## src/rtl/pttq_pkg.sv

```systemverilog
// Shared constants, result codes and controller/datapath signal groups of the timer queue.
package pttq_pkg;

    localparam int MAX_TASKS_DEF = 8;
    localparam int TIME_W        = 32;
    localparam int PERIOD_W      = 24;
    localparam int CODE_W        = 2;
    localparam int TID_W         = 3;
    localparam int PERIOD_SCALE  = 10;

    localparam logic [CODE_W-1:0] RC_ADDED = 2'd0;
    localparam logic [CODE_W-1:0] RC_FULL  = 2'd1;
    localparam logic [CODE_W-1:0] RC_IDLE  = 2'd2;
    localparam logic [CODE_W-1:0] RC_FIRED = 2'd3;

    typedef struct packed {
        logic              capture;
        logic              add_init;
        logic              rd_head;
        logic              latch_head;
        logic              fire_wr;
        logic              latch_cand;
        logic              step;
        logic              place;
        logic              set_res;
        logic [CODE_W-1:0] code;
        logic              res_id;
        logic              out_load;
    } t_cmd;

    typedef struct packed {
        logic is_add;
        logic full;
        logic empty;
        logic due_hit;
        logic more;
        logic move;
        logic out_free;
    } t_sts;

endpackage

```

## src/rtl/pttq_in_if.sv

```systemverilog
// Request channel of the timer queue: valid, ready and the request fields.
interface pttq_in_if;
    logic                          valid;
    logic                          ready;
    logic                          kind;
    logic [pttq_pkg::PERIOD_W-1:0] period_ms;

    modport source (output valid, output kind, output period_ms, input ready);
    modport sink   (input valid, input kind, input period_ms, output ready);
endinterface

```

## src/rtl/pttq_out_if.sv

```systemverilog
// Result channel of the timer queue: valid, ready and the result fields.
interface pttq_out_if;
    logic                        valid;
    logic                        ready;
    logic [pttq_pkg::CODE_W-1:0] result_code;
    logic [pttq_pkg::TID_W-1:0]  task_id;

    modport source (output valid, output result_code, output task_id, input ready);
    modport sink   (input valid, input result_code, input task_id, output ready);
endinterface

```

## src/rtl/pttq_ram.sv

```systemverilog
// Generic single-write, single-read RAM with registered read data.
module pttq_ram #(
    parameter int WIDTH = 8,
    parameter int DEPTH = 8
) (
    input  logic                                   i_clk,
    input  logic                                   i_we,
    input  logic [((DEPTH > 1) ? $clog2(DEPTH) : 1)-1:0] i_waddr,
    input  logic [WIDTH-1:0]                       i_wdata,
    input  logic [((DEPTH > 1) ? $clog2(DEPTH) : 1)-1:0] i_raddr,
    output logic [WIDTH-1:0]                       o_rdata
);

    logic [WIDTH-1:0] r_mem [DEPTH];
    logic [WIDTH-1:0] r_rdata;

    always_ff @(posedge i_clk) begin
        if (i_we) begin
            r_mem[i_waddr] <= i_wdata;
        end
        r_rdata <= r_mem[i_raddr];
    end

    assign o_rdata = r_rdata;

endmodule

```

## src/rtl/pttq_ctrl.sv

```systemverilog
// Controller state machine that sequences adds, ticks and the sorted reinsertion.
module pttq_ctrl (
    input  logic           i_clk,
    input  logic           i_rst_n,
    input  logic           i_valid,
    output logic           o_ready,
    output pttq_pkg::t_cmd o_cmd,
    input  pttq_pkg::t_sts i_sts
);

    localparam logic [2:0] S_IDLE   = 3'd0;
    localparam logic [2:0] S_DECODE = 3'd1;
    localparam logic [2:0] S_HEAD   = 3'd2;
    localparam logic [2:0] S_DUE    = 3'd3;
    localparam logic [2:0] S_SCAN   = 3'd4;
    localparam logic [2:0] S_RDORD  = 3'd5;
    localparam logic [2:0] S_CMP    = 3'd6;
    localparam logic [2:0] S_RESULT = 3'd7;

    logic [2:0] r_state;
    logic [2:0] n_state;

    always_ff @(posedge i_clk) begin
        if (!i_rst_n) begin
            r_state <= S_IDLE;
        end else begin
            r_state <= n_state;
        end
    end

    always_comb begin
        n_state = r_state;
        o_cmd   = '0;
        o_ready = 1'b0;
        unique case (r_state)
            S_IDLE: begin
                o_ready = 1'b1;
                if (i_valid) begin
                    o_cmd.capture = 1'b1;
                    n_state       = S_DECODE;
                end
            end
            S_DECODE: begin
                if (i_sts.is_add) begin
                    if (i_sts.full) begin
                        o_cmd.set_res = 1'b1;
                        o_cmd.code    = pttq_pkg::RC_FULL;
                        n_state       = S_RESULT;
                    end else begin
                        o_cmd.add_init = 1'b1;
                        n_state        = S_SCAN;
                    end
                end else if (i_sts.empty) begin
                    o_cmd.set_res = 1'b1;
                    o_cmd.code    = pttq_pkg::RC_IDLE;
                    n_state       = S_RESULT;
                end else begin
                    o_cmd.rd_head = 1'b1;
                    n_state       = S_HEAD;
                end
            end
            S_HEAD: begin
                o_cmd.latch_head = 1'b1;
                n_state          = S_DUE;
            end
            S_DUE: begin
                o_cmd.set_res = 1'b1;
                if (i_sts.due_hit) begin
                    o_cmd.fire_wr = 1'b1;
                    o_cmd.code    = pttq_pkg::RC_FIRED;
                    o_cmd.res_id  = 1'b1;
                    n_state       = S_SCAN;
                end else begin
                    o_cmd.code = pttq_pkg::RC_IDLE;
                    n_state    = S_RESULT;
                end
            end
            S_SCAN: begin
                if (i_sts.more) begin
                    n_state = S_RDORD;
                end else begin
                    o_cmd.place = 1'b1;
                    if (i_sts.is_add) begin
                        o_cmd.set_res = 1'b1;
                        o_cmd.code    = pttq_pkg::RC_ADDED;
                        o_cmd.res_id  = 1'b1;
                    end
                    n_state = S_RESULT;
                end
            end
            S_RDORD: begin
                o_cmd.latch_cand = 1'b1;
                n_state          = S_CMP;
            end
            S_CMP: begin
                if (i_sts.move) begin
                    o_cmd.step = 1'b1;
                    n_state    = S_SCAN;
                end else begin
                    o_cmd.place = 1'b1;
                    if (i_sts.is_add) begin
                        o_cmd.set_res = 1'b1;
                        o_cmd.code    = pttq_pkg::RC_ADDED;
                        o_cmd.res_id  = 1'b1;
                    end
                    n_state = S_RESULT;
                end
            end
            S_RESULT: begin
                if (i_sts.out_free) begin
                    o_cmd.out_load = 1'b1;
                    n_state        = S_IDLE;
                end
            end
            default: begin
                n_state = S_IDLE;
            end
        endcase
    end

endmodule

```

## src/rtl/pttq_dp.sv

```systemverilog
// Datapath: tick and task counters, task and order RAMs, scan registers and result register.
module pttq_dp #(
    parameter int MAX_TASKS = pttq_pkg::MAX_TASKS_DEF
) (
    input  logic                          i_clk,
    input  logic                          i_rst_n,
    input  pttq_pkg::t_cmd                i_cmd,
    output pttq_pkg::t_sts                o_sts,
    input  logic                          i_kind,
    input  logic [pttq_pkg::PERIOD_W-1:0] i_period_ms,
    pttq_out_if.source                    o_out
);

    localparam int ID_W  = (MAX_TASKS > 1) ? $clog2(MAX_TASKS) : 1;
    localparam int CNT_W = $clog2(MAX_TASKS + 1);
    localparam int TW    = pttq_pkg::TIME_W;
    localparam int PW    = pttq_pkg::PERIOD_W;

    logic [TW-1:0]                 r_tick;
    logic [CNT_W-1:0]              r_cnt;
    logic                          r_kind;
    logic [PW-1:0]                 r_period;
    logic [ID_W-1:0]               r_pos;
    logic [ID_W-1:0]               r_moving;
    logic [ID_W-1:0]               r_cand;
    logic [TW-1:0]                 r_key;
    logic [pttq_pkg::CODE_W-1:0]   r_code;
    logic [ID_W-1:0]               r_id;
    logic                          r_ovalid;
    logic [pttq_pkg::CODE_W-1:0]   r_ocode;
    logic [pttq_pkg::TID_W-1:0]    r_otid;
    logic [pttq_pkg::TID_W-1:0]    w_tid;

    logic [TW-1:0]      w_p32;
    logic [TW-1:0]      w_scaled;
    logic               tab_we;
    logic [ID_W-1:0]    tab_waddr;
    logic [2*TW-1:0]    tab_wdata;
    logic [2*TW-1:0]    tab_rdata;
    logic [TW-1:0]      w_due;
    logic [TW-1:0]      w_per;
    logic [TW-1:0]      w_sum;
    logic               ord_we;
    logic [ID_W-1:0]    ord_wdata;
    logic [ID_W-1:0]    ord_raddr;
    logic [ID_W-1:0]    ord_rdata;

    assign w_p32    = {{(TW - PW){1'b0}}, r_period};
    assign w_scaled = w_p32 * TW'(pttq_pkg::PERIOD_SCALE);
    assign w_due    = tab_rdata[TW-1:0];
    assign w_per    = tab_rdata[2*TW-1:TW];
    assign w_sum    = w_due + w_per;

    assign tab_we    = i_cmd.add_init | i_cmd.fire_wr;
    assign tab_waddr = i_cmd.add_init ? r_cnt[ID_W-1:0] : r_moving;
    assign tab_wdata = i_cmd.add_init ? {w_scaled, w_scaled} : {w_per, w_sum};

    assign ord_we    = i_cmd.step | i_cmd.place;
    assign ord_wdata = i_cmd.step ? r_cand : r_moving;
    assign ord_raddr = i_cmd.rd_head ? '0 : (r_kind ? r_pos - 1'b1 : r_pos + 1'b1);

    pttq_ram #(.WIDTH(2 * TW), .DEPTH(MAX_TASKS)) u_tab (
        .i_clk   (i_clk),
        .i_we    (tab_we),
        .i_waddr (tab_waddr),
        .i_wdata (tab_wdata),
        .i_raddr (ord_rdata),
        .o_rdata (tab_rdata)
    );

    pttq_ram #(.WIDTH(ID_W), .DEPTH(MAX_TASKS)) u_ord (
        .i_clk   (i_clk),
        .i_we    (ord_we),
        .i_waddr (r_pos),
        .i_wdata (ord_wdata),
        .i_raddr (ord_raddr),
        .o_rdata (ord_rdata)
    );

    always_ff @(posedge i_clk) begin
        if (!i_rst_n) begin
            r_tick   <= '0;
            r_cnt    <= '0;
            r_ovalid <= 1'b0;
        end else begin
            if (i_cmd.capture && !i_kind) begin
                r_tick <= r_tick + 1'b1;
            end
            if (i_cmd.place && r_kind) begin
                r_cnt <= r_cnt + 1'b1;
            end
            if (i_cmd.out_load) begin
                r_ovalid <= 1'b1;
            end else if (o_out.ready) begin
                r_ovalid <= 1'b0;
            end
        end
    end

    always_ff @(posedge i_clk) begin
        if (i_cmd.capture) begin
            r_kind   <= i_kind;
            r_period <= i_period_ms;
        end
        if (i_cmd.add_init) begin
            r_moving <= r_cnt[ID_W-1:0];
            r_pos    <= r_cnt[ID_W-1:0];
            r_key    <= w_scaled;
        end
        if (i_cmd.latch_head) begin
            r_moving <= ord_rdata;
        end
        if (i_cmd.fire_wr) begin
            r_key <= w_sum;
            r_pos <= '0;
        end
        if (i_cmd.latch_cand) begin
            r_cand <= ord_rdata;
        end
        if (i_cmd.step) begin
            r_pos <= r_kind ? r_pos - 1'b1 : r_pos + 1'b1;
        end
        if (i_cmd.set_res) begin
            r_code <= i_cmd.code;
            r_id   <= i_cmd.res_id ? r_moving : '0;
        end
        if (i_cmd.out_load) begin
            r_ocode <= r_code;
            r_otid  <= w_tid;
        end
    end

    generate
        if (ID_W >= pttq_pkg::TID_W) begin : g_tid_cut
            assign w_tid = r_id[pttq_pkg::TID_W-1:0];
        end else begin : g_tid_ext
            assign w_tid = {{(pttq_pkg::TID_W - ID_W){1'b0}}, r_id};
        end
    endgenerate

    assign o_sts.is_add   = r_kind;
    assign o_sts.full     = (r_cnt >= CNT_W'(MAX_TASKS));
    assign o_sts.empty    = (r_cnt == '0);
    assign o_sts.due_hit  = (r_tick > w_due);
    assign o_sts.more     = r_kind ? (r_pos != '0) : ((CNT_W'(r_pos) + 1'b1) < r_cnt);
    assign o_sts.move     = r_kind ? (w_due >= r_key) : (w_due < r_key);
    assign o_sts.out_free = !r_ovalid || o_out.ready;

    assign o_out.valid       = r_ovalid;
    assign o_out.result_code = r_ocode;
    assign o_out.task_id     = r_otid;

endmodule

```

## src/rtl/periodic_task_timer_queue_unit.sv

```systemverilog
// Top level of the periodic task timer queue: controller, datapath and checks.
//
//   channel  direction  beat fields
//   i_in     in         kind, period_ms
//   o_out    out        result_code, task_id
//
// Each beat is handled alone. An add to a full table, a tick on an empty table and a tick
// with nothing due give their result without a scan. An add and a firing tick move their
// task entry by entry, each scan step made of the two registered RAM reads (order, then
// task table) and a compare of the stored due time against the moving task's key.
// Reset clears the tick and task counts and the result valid; the RAMs need no clearing pass.
// A result waits in the output register while the next beat is taken; only the
// hand-off of a new result stalls behind a result not yet taken.
module periodic_task_timer_queue_unit #(
    parameter int MAX_TASKS = pttq_pkg::MAX_TASKS_DEF
) (
    input  logic        i_clk,
    input  logic        i_rst_n,
    pttq_in_if.sink     i_in,
    pttq_out_if.source  o_out
);

    pttq_pkg::t_cmd cmd;
    pttq_pkg::t_sts sts;

    pttq_ctrl u_ctrl (
        .i_clk   (i_clk),
        .i_rst_n (i_rst_n),
        .i_valid (i_in.valid),
        .o_ready (i_in.ready),
        .o_cmd   (cmd),
        .i_sts   (sts)
    );

    pttq_dp #(.MAX_TASKS(MAX_TASKS)) u_dp (
        .i_clk       (i_clk),
        .i_rst_n     (i_rst_n),
        .i_cmd       (cmd),
        .o_sts       (sts),
        .i_kind      (i_in.kind),
        .i_period_ms (i_in.period_ms),
        .o_out       (o_out)
    );

    a_no_overwrite: assert property (@(posedge i_clk) disable iff (!i_rst_n)
        cmd.out_load |-> (!o_out.valid || o_out.ready))
        else $error("result loaded over a waiting result");

    a_one_at_a_time: assert property (@(posedge i_clk) disable iff (!i_rst_n)
        (i_in.valid && i_in.ready) |=> !i_in.ready)
        else $error("new beat taken while one is in work");

    a_fire_on_tick: assert property (@(posedge i_clk) disable iff (!i_rst_n)
        cmd.fire_wr |-> (sts.due_hit && !sts.is_add))
        else $error("due time updated without a due tick");

    a_busy_no_accept: assert property (@(posedge i_clk) disable iff (!i_rst_n)
        (cmd.step || cmd.place || cmd.latch_cand) |-> !i_in.ready)
        else $error("scan active while request port is ready");

endmodule
```

## src/flat_wrapper.sv

```systemverilog
// flat-port wrapper written by rule: the top's interface ports become plain ports
module periodic_task_timer_queue_unit_flat 
#(
    parameter int MAX_TASKS = pttq_pkg::MAX_TASKS_DEF
)
  (i_clk, i_rst_n, i_in_valid, i_in_kind, i_in_period_ms, i_in_ready, o_out_valid, o_out_result_code, o_out_task_id, o_out_ready);
  pttq_in_if i_in_i ();
  pttq_out_if o_out_i ();
  input  logic i_clk;
  input  logic i_rst_n;
  input wire logic [$bits(i_in_i.valid)-1:0] i_in_valid;
  input wire logic [$bits(i_in_i.kind)-1:0] i_in_kind;
  input wire logic [$bits(i_in_i.period_ms)-1:0] i_in_period_ms;
  output wire logic [$bits(i_in_i.ready)-1:0] i_in_ready;
  output wire logic [$bits(o_out_i.valid)-1:0] o_out_valid;
  output wire logic [$bits(o_out_i.result_code)-1:0] o_out_result_code;
  output wire logic [$bits(o_out_i.task_id)-1:0] o_out_task_id;
  input wire logic [$bits(o_out_i.ready)-1:0] o_out_ready;
  assign i_in_i.valid = i_in_valid;
  assign i_in_i.kind = i_in_kind;
  assign i_in_i.period_ms = i_in_period_ms;
  assign i_in_ready = i_in_i.ready;
  assign o_out_valid = o_out_i.valid;
  assign o_out_result_code = o_out_i.result_code;
  assign o_out_task_id = o_out_i.task_id;
  assign o_out_i.ready = o_out_ready;
  periodic_task_timer_queue_unit #(.MAX_TASKS(MAX_TASKS)) u_core (.i_clk(i_clk), .i_rst_n(i_rst_n), .i_in(i_in_i), .o_out(o_out_i));
endmodule
```

## config.mk

```make
export PLATFORM = sky130hd
export DESIGN_NAME = periodic_task_timer_queue_unit_flat
export DESIGN_NICKNAME = d
export VERILOG_FILES = /design/src/rtl/pttq_pkg.sv /design/src/rtl/pttq_in_if.sv /design/src/rtl/pttq_out_if.sv /design/src/rtl/pttq_ram.sv /design/src/rtl/pttq_ctrl.sv /design/src/rtl/pttq_dp.sv /design/src/rtl/periodic_task_timer_queue_unit.sv /design/src/flat_wrapper.sv
export SDC_FILE = /design/constraint.sdc
export NUM_CORES = 1
export LEC_CHECK = 0
export BUFFER_PORTS_ARGS = -buffer_cell sky130_fd_sc_hd__buf_2
export CAP_MARGIN = 20
export CORE_MARGIN = 3
export CORE_UTILIZATION = 60
export DETAILED_ROUTE_END_ITERATION = 8
export GPL_TIMING_DRIVEN = 0
export PLACE_DENSITY = 0.84
export SYNTH_ARGS = -nofsm -noshare
export SYNTH_HDL_FRONTEND = slang
export SYNTH_SLANG_ARGS = --single-unit
```

## constraint.sdc

```tcl
create_clock -name i_clk -period 10.02 [get_ports i_clk]
set_input_delay 0.501 -clock i_clk [delete_from_list [all_inputs] [get_ports i_clk]]
set_output_delay 0.501 -clock i_clk [all_outputs]
set_load 0.05 [all_outputs]
```

==> out/qor.yml, run 1 <==
rsz0062_at_grt: "no"
synthSimpleGateAreaFrac: 0.0665
ys_seq_area_frac: 0.644
synth_xor_xnor_area_share: 0.0209
die_area_um2: 55800
synth_ff_type: "edfxtp_1"
async_flop_share: 0
synth-compound-area-share: 0.0560
relSlewSlack: 0.209
synth_edf_count: 609
hold_violations: 0
drt-wirelength-per-cell_um: 25.9
critPathRequiredTime_ns: 10.31
critPathKind: "reg -> reg"
clk_latency_ns: 0.61
ctsResizeCount: 0
fp.coreArea_um2: 51900
overflow: 0
path_clk_slew_ns: 0.06
die_w_um: 236
power_density_nw_per_um2: 357
final_util: 0.689
cts-root-buf: "clkbuf_16"
ios: 36
io_buffer_count: 35
initial_core_util: 0.613
grt_pass1_wl_mm: 116
crit_path_end_kind: "register"
ys_seq_elements: 719
status: "complete, no violations"
drc_errors: 0
avgSynthCellArea_um2: 15.6
p_leak_nw: 13.0
synth_fp_nets: 2217
mostFrequentLayoutCell: "edfxtp_1"
synthAdderAreaFrac: 0.0601
synth_warnings: 0
grt_usage: 0.274
mostFrequentLayoutCells: "edfxtp_1, nand2_1, ha_1"
instances_no_fill: 2921
clock_sinks: 719
synth_top_family_by_area: "multiplexers"
drt-total-wl_mm: 75.8
die_y_um: 236
clock_skew_ns: 0.0298
cp-start-kind: "register"
firstDrtPassIters: 6
cts_tree: "done"
fin_ws_ns: 4.51
antenna_found_initial: 1
hpwl_mm: 52.3
gp_congestion: 0.921
nets: 2362
max_freq_mhz: 181
h-tree-depth: 3
hold_class: "in -> reg"
cap_violations: 0
whs_ns: 0.0653
slew_violations: 0
crit_path_max_incr_delay_ns: 0.73
finalSetupViolCount: 0
period_minus_slack_ns: 5.51
first_iter_violations: 2167
drive_gt1_frac: 0.199
syn_area_um2: 31800
rows: 83
path_cells: "inv_1 -> ha_1 -> nand2_1 -> or3_1 -> nor4_1 -> o311ai_0 -> nand3_1 -> nand2_1 -> a2bb2oi_1 -> nor3_2 -> buf_4 -> buf_6 -> buf_6"
cts_setup_buffers: 0
grt_pass1_vias: 19300
fin_crit_sh: 0.550
dp.cells: 2784
cts_buffer_depth: 3
ant_nets: 0
cp.arrival_ns: 5.80
yosysUniqueCellTypes: 72
worst_slew_pin_slew_ns: 1.19
muxShareOfSynthArea: 0.134
cp_num_buf_inv: 4
viasPerCell: 6.44
grt_max_degree: 34
num_vias: 18800
crit_fanout: 10
numCtsBuffers: 71
place_ws_ns: 4.76
critPathTopFamily: "simple AND/OR/NAND/NOR gates"
cts_hold_buf: 0
syn_inst: 2037
areaGrowthSynthToFinish_pct: 12.4
vdd_drop_max_mv: 0.197
crit_path_top_delay_cell: "nor4_1"
## power by group
| group | internal [W] | switching (W) |
|---|---|---|
| logic | 0.00198 | 0.00325 |
| registers | 0.00461 | 0.000296 |
| clock network | 0.00151 | 0.00112 |
## worst paths after layout
kind | startpoint | end | slack [ns] | depth (start not counted)
max | u_core.u_dp.u_tab.o_rdata[24] | u_core.u_dp.u_tab.r_mem[6][17] | 4.51 | 13
min | i_in_period_ms[2] | u_core.u_dp.r_period[2] | 0.07 | 1
max reg2reg | u_core.u_dp.u_tab.o_rdata[24] | u_core.u_dp.u_tab.r_mem[6][17] | 4.51 | 13
min reg2reg | u_core.u_dp.r_id[2] | u_core.u_dp.o_out.task_id[2] | 0.42 | 0
## registers in the layout, indices dropped and copies added, names as in the netlist
signal / count
u_core.u_dp.r_kind: 1
u_core.u_dp.o_out.valid: 1
u_core.u_dp.o_out.task_id: 3
u_core.u_dp.u_ord.r_mem: 24
u_core.u_dp.r_tick: 32
u_core.u_dp.r_pos: 3
u_core.u_dp.r_code: 2
u_core.u_dp.o_out.result_code: 2
u_core.u_dp.r_key: 32
u_core.u_ctrl.r_state: 3
u_core.u_dp.r_cnt: 4
u_core.u_dp.r_cand: 3
u_core.u_dp.r_id: 3
u_core.u_dp.u_tab.o_rdata: 64
u_core.u_dp.r_period: 24
u_core.u_dp.u_tab.r_mem: 512
u_core.u_dp.u_ord.o_rdata: 3
u_core.u_dp.r_moving: 3
## layer usage
layer  GRT usage  routed length [um]
met1       0.377               29900
met4       0.109                2940
met3      0.0514                6390
met5           0                   0
met2       0.440               36500
## stage by stage
| step | TNS (ns) | total power [W] | cell area (um2) |
|---|---|---|---|
| global placement | -383.09 | 0.00969 | 32800 |
| global route | 0 | 0.0134 | 35800 |
| detailed placement | 0 | 0.00999 | 33400 |
| floorplan | 0 | 0.00839 | 31800 |
| finish | 0 | 0.0128 | 35800 |
| CTS | 0 | 0.0127 | 35700 |
## cells by family after synthesis
group	after synthesis
compound gates	268
xor+xnor	76
fa+ha+maj	151
buf+inv	155
flops	719
mux	250
simple gates	418
## synthesized netlist by cell type, drive strengths merged (3+ instances only)
cell type  number  area (um2)
edfxtp        609       18300
nor2           63         236
nand3          32         160
a211oi         18         140
nor2b          19         119
inv            88         330
mux4          131        2950
xnor2          52         455
or3            11        68.8
a21bo           3        30.0
or2             6        40.0
a31oi          12        75.1
nand2         152         571
o211a           3        30.0
mux2           96        1080
a21oi          76         380
o211ai          8        60.1
nor3b           5        37.5
and3           17         106
buf            21        82.6
nor3           22         126
xor2           24         210
and4            6        52.6
a211o           3        26.3
o31a            3        35.0
dfxtp         110        2200
a21o           41         308
ha            148        1850
fa              3        60.1
nand4          21         131
clkbuf         45         169
a21boi          9        67.6
o31ai          12        90.1
nand2b         14        87.6
o21bai         10        75.1
o21a            7        52.6
mux2i          23         230
nor4b           5        75.1
and2           36         225
o21ai          44         220
## area by class of cell
class,count,area [um2]
Inverter,89,334
Fill cell,3314,16200
Clock buffer,96,2030
Multi-Input combinational cell,1163,10800
Antenna cell,1,2.50
Tap cell,680,851
Sequential cell,719,20500
Timing Repair Buffer,72,724
Clock inverter,35,283
Buffer,66,251
Note: power is estimated with default switching activity, not from simulation.
==> run 2: changes to the inputs <==
==> constraint.sdc (replaced) <==
create_clock -name i_clk -period 5.2 [get_ports i_clk]
set_input_delay 0.26 -clock i_clk [delete_from_list [all_inputs] [get_ports i_clk]]
set_output_delay 0.26 -clock i_clk [all_outputs]
set_load 0.05 [all_outputs]
==> out/qor.yml, run 2 (synthesis gave the netlist of run 1 again) <==
status: "complete, no violations"
drc_errors: 0  # unchanged
cp-start-kind: "register"
areaGrowthSynthToFinish_pct: 14.4
die_area_um2: 55800  # unchanged
swShare: 0.363  # -0.00296
viasPerCell: 6.47  # +0.57%
clk_latency_ns: 0.63  # +0.02 ns
h-tree-depth: 3  # unchanged
cts_tree: "done"
gp_congestion: 0.903  # -2.0%
cts-root-buf: "clkbuf_16"
mostFrequentLayoutCells: "edfxtp_1, nand2_1, ha_1"
crit_path_end_kind: "register"
io_buffer_count: 35  # unchanged
seq_power_share: 0.377  # -0.007
hold_violations: 0  # unchanged
vdd_drop_max_mv: 0.401  # +100%
relSlewSlack: 0.125  # -0.0839
path_clk_slew_ns: 0.06  # about the same
initial_core_util: 0.613  # unchanged
power_density_nw_per_um2: 689  # +93%
die_y_um: 236  # unchanged
whs_ns: 0.0547  # -0.0107 ns
grt_pass1_vias: 19700  # +1.7%
fin_setup_tns_ns: 0  # unchanged
first_iter_violations: 2284  # +5.4%
slew_violations: 0  # unchanged
fp.coreArea_um2: 51900  # unchanged
cp.arrival_ns: 5.18  # -0.62 ns
max_freq_mhz: 206  # +14%
period_minus_slack_ns: 4.85  # -0.657 ns
ios: 36  # unchanged
nets: 2394  # +1.4%
power_frac_clock: 0.217  # +0.011
grt_usage: 0.285  # +0.0102
ant_nets: 0  # unchanged
p_leak_nw: 13.2  # +2.1%
grt_max_degree: 34  # unchanged
critPathRequiredTime_ns: 5.52  # -4.79 ns
antenna_found_initial: 1  # unchanged
drt-total-wl_mm: 78.7  # +3.9%
num_vias: 19100  # +1.6%
crit_fanout: 15  # +5
fin_crit_sh: 0.934  # +0.384
drt-wirelength-per-cell_um: 26.7  # +2.9%
largest_reg_flops: 512  # unchanged
critPathKind: "reg -> reg"
rows: 83  # unchanged
combinationalPowerShare: 0.406  # -0.004
worst_slew_pin_slew_ns: 1.30  # +0.116 ns
drive_gt1_frac: 0.198  # -0.000863
hpwl_mm: 52.6  # +0.50%
p_int_w: 0.0160  # +98%
cap_violations: 0  # unchanged
overflow: 0  # unchanged
cts_buffer_depth: 3  # unchanged
clock_sinks: 719  # unchanged
numCtsBuffers: 71  # unchanged
rsz0062_at_grt: "no"
clock_skew_ns: 0.0218  # -0.00805 ns
regMostFlops: "u_core.u_dp.u_tab.r_mem"
mostFrequentLayoutCell: "edfxtp_1"
firstDrtPassIters: 5  # -1
netSwitchingPower_w: 0.00910  # +95%
grt_pass1_wl_mm: 119  # +3.1%
die_w_um: 236  # unchanged
hold_class: "in -> reg"
finalSetupViolCount: 0  # unchanged
==> run 2: changes by cell type in the layout (fill, tap and decap cells not counted), sizes merged <==
cell | previous run | this run
inv | 90 | 89
dlygate4sd3 | 0 | 27
nor2 | 63 | 64
bufinv | 3 | 11
clkinv | 28 | 26
buf | 93 | 97
clkbuf | 141 | 134
==> run 2: timing repair <==
action                     4_1_cts  5_1_grt
setup buffers                    0        5
resized for setup                0        2
pin swaps                        1        2
hold buffers                    27        0
hold endpoints to repair        29        0
setup endpoints to repair       25      208
gates cloned                     1        0
==> run 2: per-stage QoR <==
step           utilization  cells  instance area [um2]  setup slack (ns)  total power [W]
2_1_floorplan            -   2037                31800            -0.130           0.0162
3_3_place_gp         0.633   2752                32800             -4.55           0.0187
3_5_place_dp         0.645   2781                33500            0.0384           0.0193
4_1_cts              0.698   2938                36300            0.0135           0.0248
5_1_grt              0.701   2950                36400             0.214           0.0262
6_report             0.701   2951                36400             0.345           0.0251
==> run 2: power by group through the flow <==
stage / clock network (W) / logic, W / registers (W)
detailed placement: 0 / 0.00977 / 0.00954
global route: 0.00571 / 0.0110 / 0.00949
global placement: 0 / 0.00914 / 0.00955
floorplan: 0 / 0.00695 / 0.00923
CTS: 0.00548 / 0.00993 / 0.00944
finish: 0.00544 / 0.0102 / 0.00946
==> run 2: routing by layer <==
metal	routed length (um)	vias up	track usage
met5	0	-	0
met4	3880	0	0.139
met3	7180	236	0.0516
met2	37000	1047	0.451
met1	30600	9584	0.386
li1	-	8234	-
==> run 2: final cells by class <==
type | instances | area [um2]
Sequential cell | 719 | 20500
Fill cell | 3250 | 15500
Multi-Input combinational cell | 1164 | 10800
Clock buffer | 89 | 1980
Timing Repair Buffer | 103 | 1170
Tap cell | 680 | 851
Clock inverter | 40 | 492
Inverter | 89 | 334
Buffer | 66 | 251
Antenna cell | 1 | 2.50
==> run 2: critical path, cell delays in order (launching register included) <==
cell	delay, ns
dfxtp_1	0.42
inv_1	0.07
ha_1	0.32
nand4_1	0.17
or3_1	0.37
nor4_2	0.47
o311ai_1	0.34
nand3_1	0.39
nand2_1	0.49
a2bb2oi_1	0.31
buf_4	0.27
nor3_4	0.34
buf_16	0.21
buf_16	0.17
buf_16	0.17
==> run 2: final timing paths <==
check	startpoint	cells past startpoint	slack [ns]	to
worst max-delay path	u_core.u_dp.u_tab.o_rdata[19]	14	0.35	u_core.u_dp.u_tab.r_mem[6][50]
worst min-delay path	i_in_valid	2	0.05	u_core.u_dp.r_kind
worst max register to register	u_core.u_dp.u_tab.o_rdata[19]	14	0.35	u_core.u_dp.u_tab.r_mem[6][50]
worst min register to register	u_core.u_dp.r_code[1]	0	0.43	u_core.u_dp.o_out.result_code[1]
